--- config.mk ---
export PLATFORM = sky130hd
export DESIGN_NAME = fhash_fmix
export DESIGN_NICKNAME = d
export VERILOG_FILES = /design/src/design/fhash_pkg.sv /design/src/design/fhash_fmix.sv
export SDC_FILE = /design/constraint.sdc
export NUM_CORES = 1
export LEC_CHECK = 0
export ABC_AREA = 0
export BUFFER_PORTS_ARGS = -buffer_cell sky130_fd_sc_hd__buf_4
export CAP_MARGIN = 30
export CORE_UTILIZATION = 39
export CTS_CLUSTER_DIAMETER = 120
export DETAILED_ROUTE_END_ITERATION = 8
export SLEW_MARGIN = 20
export SYNTH_ARGS = -nofsm -noshare
export SYNTH_HDL_FRONTEND = slang
export SYNTH_SLANG_ARGS = --single-unit
--- constraint.sdc ---
create_clock -name i_clk -period 16.8 [get_ports i_clk]
set_input_delay 0.84 -clock i_clk [delete_from_list [all_inputs] [get_ports i_clk]]
set_output_delay 0.84 -clock i_clk [all_outputs]
set_load 0.1 [all_outputs]
--- src/design/fhash_pkg.sv ---
`timescale 1ns / 1ps
// ----------------------------------------------------------------------------
// Flow hash package
// Shared types, constants and helpers of the five-tuple flow hash pipeline.
// ----------------------------------------------------------------------------
package fhash_pkg;

    typedef logic [31:0] t_word;

    // Murmur3 x86_32 constants.
    localparam t_word MM_C1      = 32'hcc9e2d51;
    localparam t_word MM_C2      = 32'h1b873593;
    localparam t_word MM_ROUND   = 32'he6546b64;
    localparam t_word MM_FMIX1   = 32'h85ebca6b;
    localparam t_word MM_FMIX2   = 32'hc2b2ae35;
    localparam t_word STR_LEN    = 32'd17;

    localparam logic [7:0] PROTO_TCP = 8'd6;
    localparam logic [7:0] PROTO_UDP = 8'd17;

    localparam t_word SEED_RESET = 32'h8badf00d;

    // Configuration register indexes.
    localparam logic CFG_SALT = 1'b0;
    localparam logic CFG_SEED = 1'b1;

    // Four full blocks plus the one-byte tail.
    localparam int NUM_BLK = 5;

    // Register stages from input to output: mix 2, rounds 4, finalizer 3.
    localparam int PIPE_DEPTH = 9;
    localparam int CNT_W      = $clog2(PIPE_DEPTH + 1);

    typedef struct packed {
        logic [15:0] l4_destination_port;
        logic [15:0] l4_source_port;
        logic [12:0] fragment_offset;
        logic [7:0]  protocol_number;
        t_word       destination_address;
        t_word       source_address;
    } t_tuple;

    // Running hash state plus the mixed blocks still to be folded in.
    typedef struct packed {
        t_word                      h;
        logic [NUM_BLK-1:0][31:0]   blk;
    } t_work;

    function automatic t_word rotl32(input t_word x, input int r);
        rotl32 = (x << r) | (x >> (32 - r));
    endfunction

endpackage

--- src/design/fhash_fmix.sv ---
`timescale 1ns / 1ps
// ----------------------------------------------------------------------------
// Flow hash finalizer
// Folds in the tail block and the length, then runs the murmur3 final
// avalanche over three register stages, a multiply in each of the first two.
// ----------------------------------------------------------------------------
module fhash_fmix (
    input  logic                 i_clk,
    input  logic                 i_rst_n,
    input  logic                 i_valid,
    output logic                 o_ready,
    input  fhash_pkg::t_work     i_data,
    output logic                 o_valid,
    input  logic                 i_ready,
    output fhash_pkg::t_word     o_data
);

    logic                r_v1;
    logic                r_v2;
    logic                r_v3;
    fhash_pkg::t_word    r_h1;
    fhash_pkg::t_word    r_h2;
    fhash_pkg::t_word    r_h3;
    fhash_pkg::t_word    n_h1;
    fhash_pkg::t_word    n_h2;
    fhash_pkg::t_word    n_h3;
    fhash_pkg::t_word    x1;
    fhash_pkg::t_word    x2;
    logic                rdy1;
    logic                rdy2;
    logic                rdy3;

    assign rdy3    = !r_v3 || i_ready;
    assign rdy2    = !r_v2 || rdy3;
    assign rdy1    = !r_v1 || rdy2;
    assign o_ready = rdy1;
    assign o_valid = r_v3;
    assign o_data  = r_h3;

    always_comb begin
        x1   = i_data.h ^ i_data.blk[0] ^ fhash_pkg::STR_LEN;
        x1   = x1 ^ (x1 >> 16);
        n_h1 = x1 * fhash_pkg::MM_FMIX1;
        x2   = r_h1 ^ (r_h1 >> 13);
        n_h2 = x2 * fhash_pkg::MM_FMIX2;
        n_h3 = r_h2 ^ (r_h2 >> 16);
    end

    always_ff @(posedge i_clk) begin
        if (!i_rst_n) begin
            r_v1 <= 1'b0;
            r_v2 <= 1'b0;
            r_v3 <= 1'b0;
        end else begin
            if (rdy1) begin
                r_v1 <= i_valid;
            end
            if (rdy2) begin
                r_v2 <= r_v1;
            end
            if (rdy3) begin
                r_v3 <= r_v2;
            end
        end
    end

    always_ff @(posedge i_clk) begin
        if (rdy1 && i_valid) begin
            r_h1 <= n_h1;
        end
        if (rdy2 && r_v1) begin
            r_h2 <= n_h2;
        end
        if (rdy3 && r_v2) begin
            r_h3 <= n_h3;
        end
    end

endmodule

==> flow_summary.ini <==
[global_routing]
grt_pass1_vias = 14500
grt_max_degree = 33
grt_pass1_wl_um = 79200
antenna_found_initial = 0
grt_use_total_pct = 19.0
gr-total-overflow = 0

[floorplanning]
placementRows = 85
die_y_um = 235
die_x_um = 235
fp.dieArea_um2 = 55400
pin_count = 230
start_util_pct = 39.5
core_um2 = 53800

[worst_setup_path]
crit_type = in -> reg
start_kind = input pin
rr_worst_depth = 20
cp.required_ps = 16930
cp.arrival_ps = 8190
end_kind = flip-flop
cp_max_fo = 8

[route]
routed_wl_um = 50500
wire_per_inst_um = 18.0
vias_per_cell = 4.63
ant_nets = 0
firstDrtPassIters = 5
num_vias = 13000
drt_iter0_markers = 440
drc = 0

[hold_path]
min_delay_path_depth = 0
hold_class = reg -> reg

[synth]
synthFlopType = edfxtp_1
synth_cells = 1977
synth_area_um2 = 21200
ys_types = 56
synth_seq_cells = 99
syn_nets = 2940
yosysSeqAreaShare_pct = 13.9
ys_async_sr_fraction_pct = 0
synth_edf_count = 96
yosysWarnings = 0
syn_area_per_cell_um2 = 10.7

[finish]
n_antenna_cell = 0
multi_input_area_um2 = 15900
fin_nets = 3066
ff_latch_area_um2 = 2940
syn_to_final_growth_pct = 10.1
nFillCells = 5142
drive_gt1_share_pct = 7.07

[clock_tree]
cts_hold_buf = 0
numCtsBuffers = 9
htree_levels = 3
cts_sinks = 99
cts-root-buf = clkbuf_16
postCtsSetupRepairBufs = 0
ctsResizeCount = 0
cts_tree = done
clkSlewWorstSetupHoldPaths_ps = 80
clockBufferDepth = 2
clk_latency_ps = 390

[placement]
portBuffers = 101
place.gp.congestion = 0.935
hpwl_um = 46800

[timing]
finalSetupViolCount = 0
fin_crit_sh_pct = 48.0
slew_violations = 0
finClkSkew_ps = 20.1
finalHoldViolations = 0
relSlewSlack_pct = 33.9
rsz0062_at_grt = no
worst_pin_slew_ps = 987
fmax_mhz = 124
setup_tns_ps = 0
worst_hold_slack_ps = 474
fin_crit_ps = 8060

[job]
drv_cap = 0

[run_status]
status = completed
through the flow:
step	area, µm²	worst slack, ps	util [%]	std cells
after detailed placement	23000	8200	42.8	2787
after floorplan	21200	9350	-	1977
after global placement	23000	8370	42.7	2785
after CTS	23400	8650	43.4	2803
final	23400	8740	43.4	2804
after global routing	23400	8270	43.4	2804
synthesized netlist by cell type (all sizes together) (3+ instances only):
cell    number  share of area [%]
o41ai        3               0.25
nor2        26               0.46
o21a         6               0.21
a31o         3               0.12
and3         9               0.27
o21bai      10               0.35
nor2b        5               0.15
a211oi       8               0.31
inv        655                 12
a21oi       43                1.0
a31oi        5               0.15
nand4        4               0.12
or2          4               0.12
dfxtp        3               0.28
xnor2      136                5.6
edfxtp      96                 14
a21o        18               0.64
and2         6               0.18
ha         378                 22
o21ai       18               0.44
fa         389                 37
nor3        13               0.31
o211ai       3               0.11
xor2        71                2.9
nand2b       6               0.18
nand3       11               0.26
nand2       22               0.39
placed cells by master (no fill, tap or decap), types with 6 or more instances in the layout:
cell | Yosys | routed
o21ai_0 | 14 | 14
and3_1 | 9 | 9
xor2_1 | 71 | 71
a211oi_1 | 7 | 7
nor2_1 | 26 | 26
xnor2_1 | 136 | 136
fa_1 | 389 | 389
nand3_1 | 11 | 11
and2_1 | 6 | 6
edfxtp_1 | 96 | 96
nand2b_1 | 6 | 6
ha_1 | 378 | 378
o21a_1 | 6 | 6
inv_1 | 655 | 655
o21bai_1 | 10 | 10
nand2_1 | 22 | 22
a21oi_1 | 43 | 43
a21o_1 | 17 | 17
buf_4 | 0 | 114
nor3_1 | 13 | 13
clkbuf_16 | 0 | 9
path summary, 6_finish.rpt:
path         startpoint         end  slack [ps]
max          i_data[21]    r_h1[31]        8740
min            r_h2[17]  o_data[17]         470
max reg2reg    r_h1[21]    r_h2[24]        9240
min reg2reg    r_h2[17]  o_data[17]         470
kinds of logic after synthesis:
logic type                 Yosys count  share of synthesized area [%]
DFF                                 99                           13.9
and+or+nand+nor                    117                           2.88
AOI/OAI and AO/OA                  131                           4.17
adders and majority gates          767                           59.0
xor gates and xnor gates           207                           8.54
buffers and inverters              656                           11.6
sequential cells by signal (all words and copies together), names as in the netlist:
| register | count |
|---|---|
| o_data | 32 |
| r_h1 | 32 |
| r_h2 | 32 |
| o_valid | 1 |
| r_v1 | 1 |
| r_v2 | 1 |
routing by layer:
metal  track usage [%]  share of wire (%)
met5                 0                  0
met1              21.7                 40
met3              1.49                1.9
met4              5.72                2.7
met2              37.4                 55
worst max-delay path, stage by stage:
cell	delay, ps
buf_4	110
xor2_1	770
xnor2_1	160
buf_4	240
and2_1	220
nor2_1	250
ha_1	290
inv_1	110
fa_1	450
fa_1	560
inv_1	50
ha_1	270
ha_1	310
fa_1	450
fa_1	510
fa_1	410
ha_1	380
nand4_1	160
a2111oi_0	390
nand3_1	240
a31oi_1	360
o41ai_4	120
o21ai_0	200
o21ai_0	160
xnor2_1	160
layout make-up:
class	count	area share, %
multi-input cells	1222	67.9
flip-flops and latches	99	12.6
inverters	655	10.5
repair buffers	116	3.90
well taps	696	3.73
clock buffers	9	0.964
clock inverters	7	0.439
Power is left out: the tool's default activity adds up to more than one toggle a clock period on the data nets, which glitch-free logic cannot reach.
