===== src/design/fhash_pkg.sv =====
`timescale 1ns / 1ps
// ----------------------------------------------------------------------------
// Flow hash package
// Shared types, constants and helpers of the five-tuple flow hash pipeline.
// ----------------------------------------------------------------------------
package fhash_pkg;

    typedef logic [31:0] t_word;

    // Murmur3 x86_32 constants.
    localparam t_word MM_C1      = 32'hcc9e2d51;
    localparam t_word MM_C2      = 32'h1b873593;
    localparam t_word MM_ROUND   = 32'he6546b64;
    localparam t_word MM_FMIX1   = 32'h85ebca6b;
    localparam t_word MM_FMIX2   = 32'hc2b2ae35;
    localparam t_word STR_LEN    = 32'd17;

    localparam logic [7:0] PROTO_TCP = 8'd6;
    localparam logic [7:0] PROTO_UDP = 8'd17;

    localparam t_word SEED_RESET = 32'h8badf00d;

    // Configuration register indexes.
    localparam logic CFG_SALT = 1'b0;
    localparam logic CFG_SEED = 1'b1;

    // Four full blocks plus the one-byte tail.
    localparam int NUM_BLK = 5;

    // Register stages from input to output: mix 2, rounds 4, finalizer 3.
    localparam int PIPE_DEPTH = 9;
    localparam int CNT_W      = $clog2(PIPE_DEPTH + 1);

    typedef struct packed {
        logic [15:0] l4_destination_port;
        logic [15:0] l4_source_port;
        logic [12:0] fragment_offset;
        logic [7:0]  protocol_number;
        t_word       destination_address;
        t_word       source_address;
    } t_tuple;

    // Running hash state plus the mixed blocks still to be folded in.
    typedef struct packed {
        t_word                      h;
        logic [NUM_BLK-1:0][31:0]   blk;
    } t_work;

    function automatic t_word rotl32(input t_word x, input int r);
        rotl32 = (x << r) | (x >> (32 - r));
    endfunction

endpackage


===== src/design/fhash_round.sv =====
`timescale 1ns / 1ps
// ----------------------------------------------------------------------------
// Flow hash round
// One murmur3 body round in one register stage: folds in the lowest mixed
// block and shifts the remaining blocks down by one.
// ----------------------------------------------------------------------------
module fhash_round (
    input  logic                 i_clk,
    input  logic                 i_rst_n,
    input  logic                 i_valid,
    output logic                 o_ready,
    input  fhash_pkg::t_work     i_data,
    output logic                 o_valid,
    input  logic                 i_ready,
    output fhash_pkg::t_work     o_data
);

    logic                  r_vld;
    fhash_pkg::t_work      r_w;
    fhash_pkg::t_work      n_w;
    fhash_pkg::t_word      rot;

    assign o_ready = !r_vld || i_ready;
    assign o_valid = r_vld;
    assign o_data  = r_w;

    always_comb begin
        rot    = fhash_pkg::rotl32(i_data.h ^ i_data.blk[0], 13);
        n_w.h  = (rot << 2) + rot + fhash_pkg::MM_ROUND;
        for (int i = 0; i < fhash_pkg::NUM_BLK - 1; i++) begin
            n_w.blk[i] = i_data.blk[i+1];
        end
        n_w.blk[fhash_pkg::NUM_BLK-1] = '0;
    end

    always_ff @(posedge i_clk) begin
        if (!i_rst_n) begin
            r_vld <= 1'b0;
        end else if (o_ready) begin
            r_vld <= i_valid;
        end
    end

    always_ff @(posedge i_clk) begin
        if (o_ready && i_valid) begin
            r_w <= n_w;
        end
    end

endmodule


===== config.mk =====
export PLATFORM = sky130hd
export DESIGN_NAME = fhash_round
export DESIGN_NICKNAME = d
export VERILOG_FILES = /design/src/design/fhash_pkg.sv /design/src/design/fhash_round.sv
export SDC_FILE = /design/constraint.sdc
export NUM_CORES = 1
export LEC_CHECK = 0
export BUFFER_PORTS_ARGS = -buffer_cell sky130_fd_sc_hd__clkbuf_2
export CAP_MARGIN = 0
export CORE_ASPECT_RATIO = 1.2
export CORE_MARGIN = 4
export CORE_UTILIZATION = 35
export DETAILED_ROUTE_END_ITERATION = 8
export REMOVE_ABC_BUFFERS = 1
export SYNTH_ARGS = -nofsm -noshare
export SYNTH_HDL_FRONTEND = slang
export SYNTH_SLANG_ARGS = --single-unit

===== constraint.sdc =====
create_clock -name i_clk -period 6.7 [get_ports i_clk]
set_input_delay 0.67 -clock i_clk [delete_from_list [all_inputs] [get_ports i_clk]]
set_output_delay 0.67 -clock i_clk [all_outputs]
set_load 0.05 [all_outputs]

==> results of run 1 <==
==> layer usage <==
metal  GRT usage (%)  vias up  wire length (µm)
met5               0        -                13
met4           5.801        2               490
met3           7.884       27              2660
met2           30.07      248             10910
met1           20.88     2624              8593
li1                -     2662                 -
==> power groups by stage <==
stage / clock network, µW / logic, µW / registers, µW
4_1_cts: 983 / 1210 / 1290
5_1_grt: 1030 / 1290 / 1300
6_report: 952 / 1200 / 1290
3_5_place_dp: 0 / 1210 / 1310
3_3_place_gp: 0 / 1200 / 1310
2_1_floorplan: 0 / 519 / 1690
==> final timing paths <==
path	startpoint	cells after the start	to
worst max-delay path	i_data[22]	11	o_data[185]
worst min-delay path	i_data[121]	1	o_data[89]
worst max register to register	o_valid	3	o_data[28]
worst min register to register	o_valid	2	o_valid
==> cells by family (layout without fill, tap and decap cells) <==
group | Yosys count | count (layout) | share of synthesized area (%)
adder cells (fa/ha/maj) | 56 | 56 | 9.396
buffers and inverters | 87 | 442 | 5.926
flip-flops | 161 | 161 | 64.01
AO/OA/AOI/OAI | 93 | 93 | 8.251
AND/OR/NAND/NOR | 78 | 78 | 5.146
XOR/XNOR | 61 | 61 | 7.088
multiplexers | 1 | 1 | 0.1328
other | 1 | 32 | 0.04975
==> sequential cells by signal, summed over array words and instances, names as in the netlist <==
name     cells
o_data     160
o_valid      1
==> metrics by stage <==
step,hold WS (ps),cell area [µm²],worst slack [ps]
6_report,423.5,10130,3022
5_1_grt,392.2,10130,2889
4_1_cts,398.8,10130,3061
3_5_place_dp,535.9,9540,2617
3_3_place_gp,521.9,9540,2699
2_1_floorplan,768.9,7398,1303
==> layout by cell type, fill, tap and decap left out, types with 5 or more instances in the layout <==
cell type	count
a211oi_1	5
a21o_1	13
a21oi_1	31
and3_1	5
clkbuf_16	17
clkbuf_2	357
conb_1	32
edfxtp_1	160
ha_1	55
inv_1	51
inv_8	5
nand2_1	20
nand3_1	13
nor2_1	15
nor3_1	7
o21ai_0	13
xnor2_1	31
xor2_1	30
==> critical path: stages <==
cell and delay [ps]:
clkbuf_2 90, xor2_1 410, ha_1 320, ha_1 230, fa_1 430, a211oi_1 300
o211ai_1 170, and2_1 180, a221o_1 410, a2111oi_0 490, nor3_1 120
==> area by class of cell <==
cell class	instances	area [µm²]
Clock buffer	17	425.4
Clock inverter	15	161.4
Fill cell	1957	10920
Inverter	51	191.4
Multi-Input combinational cell	321	2385
Sequential cell	161	4825
Tap cell	270	337.8
Timing Repair Buffer	359	1802
==> results.py, run 1 <==
metrics = {
    "cts": {
        "cts_max_path_buffers": 2,
        "postCtsSetupBuffers": 0,
        "clkSlewWorstSetupHoldPaths_ps": 70,
        "cts_repair_resize_count": 0,
        "clockRootBuffer": "clkbuf_16",
        "cts_tree": "done",
        "htreeDepth": 4,
        "cts_buffers": 17,
        "cts.sinks": 161,
        "worst_skew_pair.late_latency_ps": 420,
        "ctsHoldBuffers": 0,
    },
    "place": {
        "place_inst": 1162,
        "globalplace.congestion": 0.8810,
        "dp_hpwl_um": 18580,
        "portBuffers": 357,
    },
    "power_and_ir_drop": {
        "p_switching_uw": 1336,
        "p_sw_share_pct": 38.76,
        "seqPwrFrac_pct": 37.5,
        "total_power_uw": 3446,
        "p_leak_uw": 0.004738,
        "clkPwrFrac_pct": 27.6,
        "combPwrFrac_pct": 34.9,
        "p_per_area_nw_per_um2": 340.3,
        "ir_drop_mv": 0.1563,
        "internal_power_uw": 2110,
    },
    "logic_synthesis": {
        "seq_area_frac_synth_pct": 64.01,
        "syn_area_um2": 7537,
        "ys.flop_type": "edfxtp_1",
        "synth.area.top_cells": "edfxtp_1 64%, ha_1 9.1%, xnor2_1 3.6%",
        "yosysTopAreaCell": "edfxtp_1",
        "synth_edf_count": 160,
        "ys_seq_elements": 161,
        "yosys_warnings": 0,
        "ys_types": 50,
        "async_flop_share_pct": 0,
        "synth_cells": 538,
        "synth_top_area_share_pct": 63.75,
        "yosysMostFrequentCell": "edfxtp_1",
        "avgSynthCellArea_um2": 14.01,
        "synth_top_cells_by_count": "160 x edfxtp_1, 55 x ha_1, 51 x inv_1, 32 x buf_4",
    },
    "sta": {
        "period_share_pct": 54.90,
        "finalHoldViolations": 0,
        "slew_violations": 0,
        "fmax_ghz": 0.2719,
        "tightest_slew_ps": 884.2,
        "slew_headroom_pct": 41.05,
        "period_needed_ps": 3678,
        "rsz0062_at_grt": "no",
        "setup_viol": 0,
        "clock_skew_ps": 8.610,
        "setup_tns_ps": 0,
    },
    "die": {
        "coreArea_um2": 21050,
        "die_w_um": 142.0,
        "rows": 58,
        "dieArea_um2": 23960,
        "die-height_um": 168.8,
        "initial_core_util_pct": 35.81,
        "pin_count": 390,
    },
    "job": {
        "drv_cap": 0,
    },
    "worst_setup_path": {
        "crit_path_end_kind": "register",
        "start_kind": "primary input",
        "arrival_ps": 3830,
        "r2r_slack_ps": 4440,
        "crit_fanout": 6,
        "required_ps": 6850,
        "crit_type": "in2reg",
    },
    "routing": {
        "routed_via_density": 4.659,
        "wl_um": 22670,
        "drt_pass1_iterations": 4,
        "via_count": 5563,
        "remaining_drc_errors": 0,
        "initialDrtViolationCount": 195,
        "wire_per_inst_um": 18.98,
        "postRouteAntennaNets": 0,
    },
    "grt": {
        "gr-usage-all-layers_pct": 18.04,
        "antenna_found_initial": 1,
        "grt_pass1_wl_um": 32110,
        "first_global_vias": 5519,
        "grt_max_degree": 68,
        "gr-total-overflow": 0,
    },
    "layout": {
        "fin_nets": 1163,
        "antenna_cells": 0,
        "synthToLayoutAreaGrowth_pct": 34.36,
        "fin_cells": 1194,
        "drive_gt1_share_pct": 42.97,
        "fin_util_pct": 48.12,
    },
    "run_status": {
        "status": "finished, final reports clean",
    },
    "hold_path": {
        "hold_class": "in2reg",
    },
}
No activity file was read; power rests on OpenSTA's default activity.
==> inputs of run 2 (changes only) <==
- PLACE_DENSITY: not set -> 0.67
- clock period: 6.7 -> 3 ns (I/O delays scaled with it)
==> run 2 against run 1 <==
Against the previous run: global-route usage fell by 1.4 points; clock power rose by 120%; total power rose by 130%; die area did not move; via count rose by 1.1%; cell count rose by 2.6%; non-clock buffer count rose by 31; worst hold slack got worse by 380 ps; utilization rose by 1.3 points; sequential share of layout area fell by 1.3 points; setup slack got worse by 2800 ps; routed wire length fell by 9.5%; critical path type unchanged.
==> results.py, run 2 (synthesized netlist as in run 1, its figures left out) <==
metrics = {
    "hold_path": {
        "hold_path_end": "o_data[16]",
        "hold_depth": 1,
        "hold_class": "in2reg",
        "hold_path.startpoint": "i_data[48]",
    },
    "sta": {
        "slew_headroom_pct": 66.31,
        "timing.hold.ws_ps": 46.65,
        "period_needed_ps": 2792,
        "period_share_pct": 93.07,
        "slew_violations": 0,
        "tightest_slew_ps": 500.1,
        "setup_viol": 0,
        "fmax_ghz": 0.3582,
        "clock_skew_ps": 12.54,
        "finalHoldViolations": 0,
        "rsz0062_at_grt": "no",
    },
    "run_status": {
        "status": "finished, final reports clean",
    },
    "worst_setup_path": {
        "start_kind": "primary input",
        "worstSetupStartpoint": "i_data[22]",
        "crit_path_end_kind": "register",
        "regToRegEndpoint": "o_data[98]",
        "critPathBufInv": 3,
        "r2r_slack_ps": 1330,
        "cp_slowest_cell": "fa_2",
        "path_delay_family": "compound AO/OA/AOI/OAI gates",
        "crit_fanout": 5,
        "crit_type": "in2reg",
        "max_stage_delay_ps": 380,
        "required_ps": 3290,
        "r2r-start": "o_valid",
        "arrival_ps": 3080,
        "reg2reg_depth": 3,
        "crit_chain": "clkbuf_2 > xor2_1 > buf_4 > ha_1 > ha_1 > fa_2 > a211oi_2 > o211ai_1 > and2_1 > a221o_1 > buf_4 > a2111o_1 > nand3_1",
    },
    "job": {
        "drv_cap": 0,
    },
    "layout": {
        "drive_gt1_share_pct": 45.13,
        "antenna_cells": 0,
        "final_cell_mix": "357 x clkbuf_2, 160 x edfxtp_1, 55 x ha_1",
        "fill_cells": 1917,
        "mostFrequentLayoutCell": "clkbuf_2",
        "largest_reg_flops": 160,
        "synthToLayoutAreaGrowth_pct": 38.01,
        "fin_cells": 1225,
        "fin_nets": 1194,
    },
    "power_and_ir_drop": {
        "ir_drop_mv": 0.3948,
        "p_switching_uw": 2993,
        "p_sw_share_pct": 38.31,
        "clkPwrFrac_pct": 27.2,
        "internal_power_uw": 4820,
        "combPwrFrac_pct": 35.9,
        "p_leak_uw": 0.004893,
        "seqPwrFrac_pct": 36.9,
        "p_per_area_nw_per_um2": 751.1,
    },
    "routing": {
        "wire_per_inst_um": 16.75,
        "remaining_drc_errors": 0,
        "initialDrtViolationCount": 233,
        "drt_pass1_iterations": 4,
        "postRouteAntennaNets": 0,
        "wl_um": 20520,
        "via_count": 5622,
        "routed_via_density": 4.589,
    },
    "grt": {
        "first_global_vias": 5679,
        "grt.met2_usage_pct": 30.09,
        "gr-usage-all-layers_pct": 16.62,
        "grt_max_degree": 75,
        "antenna_found_initial": 1,
        "grt_use_met1_pct": 18.25,
        "grt_use_met3_pct": 4.804,
        "grt_pass1_wl_um": 30730,
        "gr-total-overflow": 0,
        "grt-busiest-layer": "met2",
    },
    "cts": {
        "cts.sinks": 161,
        "worst_skew_pair.late_latency_ps": 420,
        "clkSlewWorstSetupHoldPaths_ps": 70,
        "cts_tree": "done",
        "clockRootBuffer": "clkbuf_16",
        "cts_max_path_buffers": 2,
        "postCtsSetupBuffers": 0,
        "htreeDepth": 4,
        "cts_repair_resize_count": 0,
        "cts_buffers": 17,
        "ctsHoldBuffers": 0,
    },
    "die": {
        "coreArea_um2": 21050,
        "initial_core_util_pct": 35.81,
        "pin_count": 390,
        "rows": 58,
        "die_w_um": 142.0,
        "die-height_um": 168.8,
        "dieArea_um2": 23960,
    },
    "place": {
        "dp_hpwl_um": 16830,
        "globalplace.congestion": 0.8160,
        "place_inst": 1193,
        "portBuffers": 357,
    },
}
==> run 2: cell count changes in the layout (fill, tap and decap cells not counted) <==
| cell | delta |
|---|---|
| a2111oi_2 | +1 |
| fa_2 | +1 |
| inv_8 | -1 |
| buf_4 | +29 |
| a211oi_1 | -1 |
| buf_12 | +2 |
| fa_1 | -1 |
| clkinvlp_4 | +1 |
| a211oi_2 | +1 |
| inv_6 | -1 |
| a2111oi_0 | -1 |
| clkinv_8 | +1 |
==> run 2: power groups by stage <==
stage               Clock [µW]  Sequential (µW)  Combinational [µW]
CTS                       2200             2890                2820
global route              2310             2910                3050
global placement             0             2930                2780
detailed placement           0             2930                2810
finish                    2130             2880                2800
floorplan                    0             3770                1160
==> run 2: metal layers <==
layer / up-vias / share of wire, %
li1: 2726 / -
met1: 2591 / 36
met2: 274 / 52
met3: 29 / 9.7
met4: 2 / 2.2
met5: - / 0.063
==> run 2: final cells by class <==
class | count | area (µm²) | share of cell area [%]
multi-input cells | 321 | 2399 | 23.06
repair buffers | 390 | 2059 | 19.80
clock buffers | 17 | 425.4 | 4.089
flip-flops and latches | 161 | 4825 | 46.38
inverters | 51 | 191.4 | 1.840
clock inverters | 15 | 165.2 | 1.588
well taps | 270 | 337.8 | 3.248
==> run 2: stage by stage <==
stage	total power (µW)	utilization, %	area [µm²]	setup WS [ps]	setup TNS [ps]
after CTS	7910	49.36	10390	27.15	0
after global routing	8262	49.43	10400	30.88	0
after detailed placement	5743	46.56	9798	-403.8	-2027
after global placement	5715	46.56	9798	-339.7	-1385
after floorplan	4928	-	7398	-2236	-357730
final	7814	49.43	10400	207.9	0
==> run 2: how the worst max path moves through the flow <==
stage                        to  slack, ps  cells after the start
floorplan             o_data[0]      -2240                      2
global placement    o_data[185]       -340                     12
detailed placement  o_data[185]       -400                     12
CTS                 o_data[185]         30                     12
global route        o_data[189]         30                     13
finish              o_data[189]        210                     13
==> inputs of run 3 (changes only) <==
- CTS_BUF_LIST: not set -> sky130_fd_sc_hd__clkbuf_16
- PLACE_DENSITY: 0.67 -> 0.76
==> run 3 against run 2 <==
Against the previous run: maximum frequency is 1.4% lower; clock-buffer cell count is the same; via count rose by 2.5%; register-to-register slack improved by 90 ps; worst hold slack improved by 4.8 ps; utilization increased by 0.74 points; cell count is 1.9% higher; clock power about the same; critical endpoint is now o_data[185]; largest cell class unchanged; largest power group is now combinational logic.
==> results.py, run 3 (synthesized netlist as in run 1, its figures left out) <==
metrics = {
    "worst_setup_path": {
        "required_ps": 3160,
        "crit_type": "in2reg",
        "cp_slowest_cell": "fa_1",
        "arrival_ps": 3000,
        "regToRegEndpoint": "o_data[102]",
        "r2r-start": "o_valid",
        "crit_chain": "clkbuf_2 > xor2_1 > ha_1 > ha_1 > fa_1 > a211oi_1 > o211ai_1 > and2_1 > a221o_1 > a2111oi_0 > nor3_1",
        "r2r_slack_ps": 1420,
        "max_stage_delay_ps": 430,
        "crit_end": "o_data[185]",
        "crit_top_cell": "ha_1",
        "crit_fanout": 3,
        "start_kind": "primary input",
        "reg2reg_depth": 3,
        "crit_path_end_kind": "register",
        "worstSetupStartpoint": "i_data[180]",
    },
    "cts": {
        "cts.sinks": 161,
        "clockRootBuffer": "clkbuf_16",
        "cts_max_path_buffers": 2,
        "worst_skew_pair.late_latency_ps": 420,
        "ctsHoldBuffers": 0,
        "postCtsSetupBuffers": 0,
        "htreeDepth": 4,
        "cts_tree": "done",
        "cts_repair_resize_count": 0,
        "clkSlewWorstSetupHoldPaths_ps": 70,
        "cts_buffers": 17,
    },
    "layout": {
        "drive_gt1_share_pct": 46.11,
        "fin_nets": 1217,
        "largest_reg_flops": 160,
        "fin_util_pct": 50.17,
        "fill_cells": 1866,
        "final_cell_mix": "357 x clkbuf_2, 160 x edfxtp_1, 55 x ha_1",
        "mostFrequentLayoutCell": "clkbuf_2",
        "antenna_cells": 0,
        "synthToLayoutAreaGrowth_pct": 40.07,
    },
    "job": {
        "drv_cap": 0,
    },
    "routing": {
        "initialDrtViolationCount": 244,
        "remaining_drc_errors": 0,
        "routed_via_density": 4.616,
        "via_count": 5761,
        "postRouteAntennaNets": 0,
        "wire_per_inst_um": 18.15,
        "drt_pass1_iterations": 4,
        "wl_um": 22650,
    },
    "power_and_ir_drop": {
        "ir_drop_mv": 0.4329,
        "p_per_area_nw_per_um2": 751.0,
        "total_power_uw": 7929,
        "p_leak_uw": 0.005006,
    },
    "grt": {
        "grt_max_degree": 54,
        "gr-total-overflow": 0,
        "first_global_vias": 5707,
        "grt_pass1_wl_um": 32810,
        "antenna_found_initial": 0,
        "gr-usage-all-layers_pct": 18.14,
    },
    "hold_path": {
        "hold_class": "in2reg",
    },
    "die": {
        "die-height_um": 168.8,
        "coreArea_um2": 21050,
        "dieArea_um2": 23960,
        "pin_count": 390,
        "initial_core_util_pct": 35.81,
        "rows": 58,
        "die_w_um": 142.0,
    },
    "sta": {
        "clock_skew_ps": 8.744,
        "finalHoldViolations": 0,
        "period_needed_ps": 2833,
        "timing.hold.ws_ps": 51.47,
        "setup_tns_ps": 0,
        "rsz0062_at_grt": "no",
        "period_share_pct": 94.42,
        "setup_viol": 0,
        "fmax_ghz": 0.3530,
        "slew_violations": 0,
    },
    "place": {
        "globalplace.congestion": 0.8967,
        "portBuffers": 357,
        "dp_hpwl_um": 18960,
    },
    "run_status": {
        "status": "finished, final reports clean",
    },
}
==> run 3: layer usage <==
layer	routed length (µm)	track usage, %
met3	2347	7.262
met5	0	0
met4	617	5.927
met2	11720	32.71
met1	7973	19.21
==> run 3: per-stage QoR <==
stage	instances	setup WS, ps	area, µm²
after global placement	1216	-191.8	9971
after CTS	1248	163.9	10560
after global routing	1248	37.79	10560
final	1248	167.5	10560
after floorplan	533	-2236	7398
after detailed placement	1216	-289.0	9971
==> run 3: power breakdown <==
part / switching, µW / internal (µW)
Combinational: 1960 / 960
Sequential: 66.4 / 2810
Clock: 1010 / 1120
==> run 3: how the worst min path moves through the flow <==
stage                      from  cells past startpoint  slack (ps)    endpoint
global route         i_data[94]                      1          20  o_data[62]
global placement     i_data[54]                      1         480  o_data[22]
detailed placement  i_data[123]                      1         480  o_data[91]
finish               i_data[39]                      1          50   o_data[7]
CTS                  i_data[34]                      1          40   o_data[2]
floorplan            i_data[32]                      0         400   o_data[0]
==> run 3: worst max-delay path: cells and delay by family <==
kind	cells	cell delay, ps
and+or+nand+nor	2	290
AOI/OAI and AO/OA	4	1180
buffers and inverters	1	90
xor gates and xnor gates	1	210
adders and majority gates	3	920
==> run 3: final cells by class <==
| type | count | area [µm²] | area share [%] |
|---|---|---|---|
| sequential | 161 | 4825 | 45.70 |
| multi-input combinational | 321 | 2385 | 22.59 |
| timing repair buffer | 413 | 2232 | 21.14 |
| clock buffer | 17 | 425.4 | 4.029 |
| tap | 270 | 337.8 | 3.200 |
| inverter | 51 | 191.4 | 1.813 |
| clock inverter | 15 | 161.4 | 1.529 |
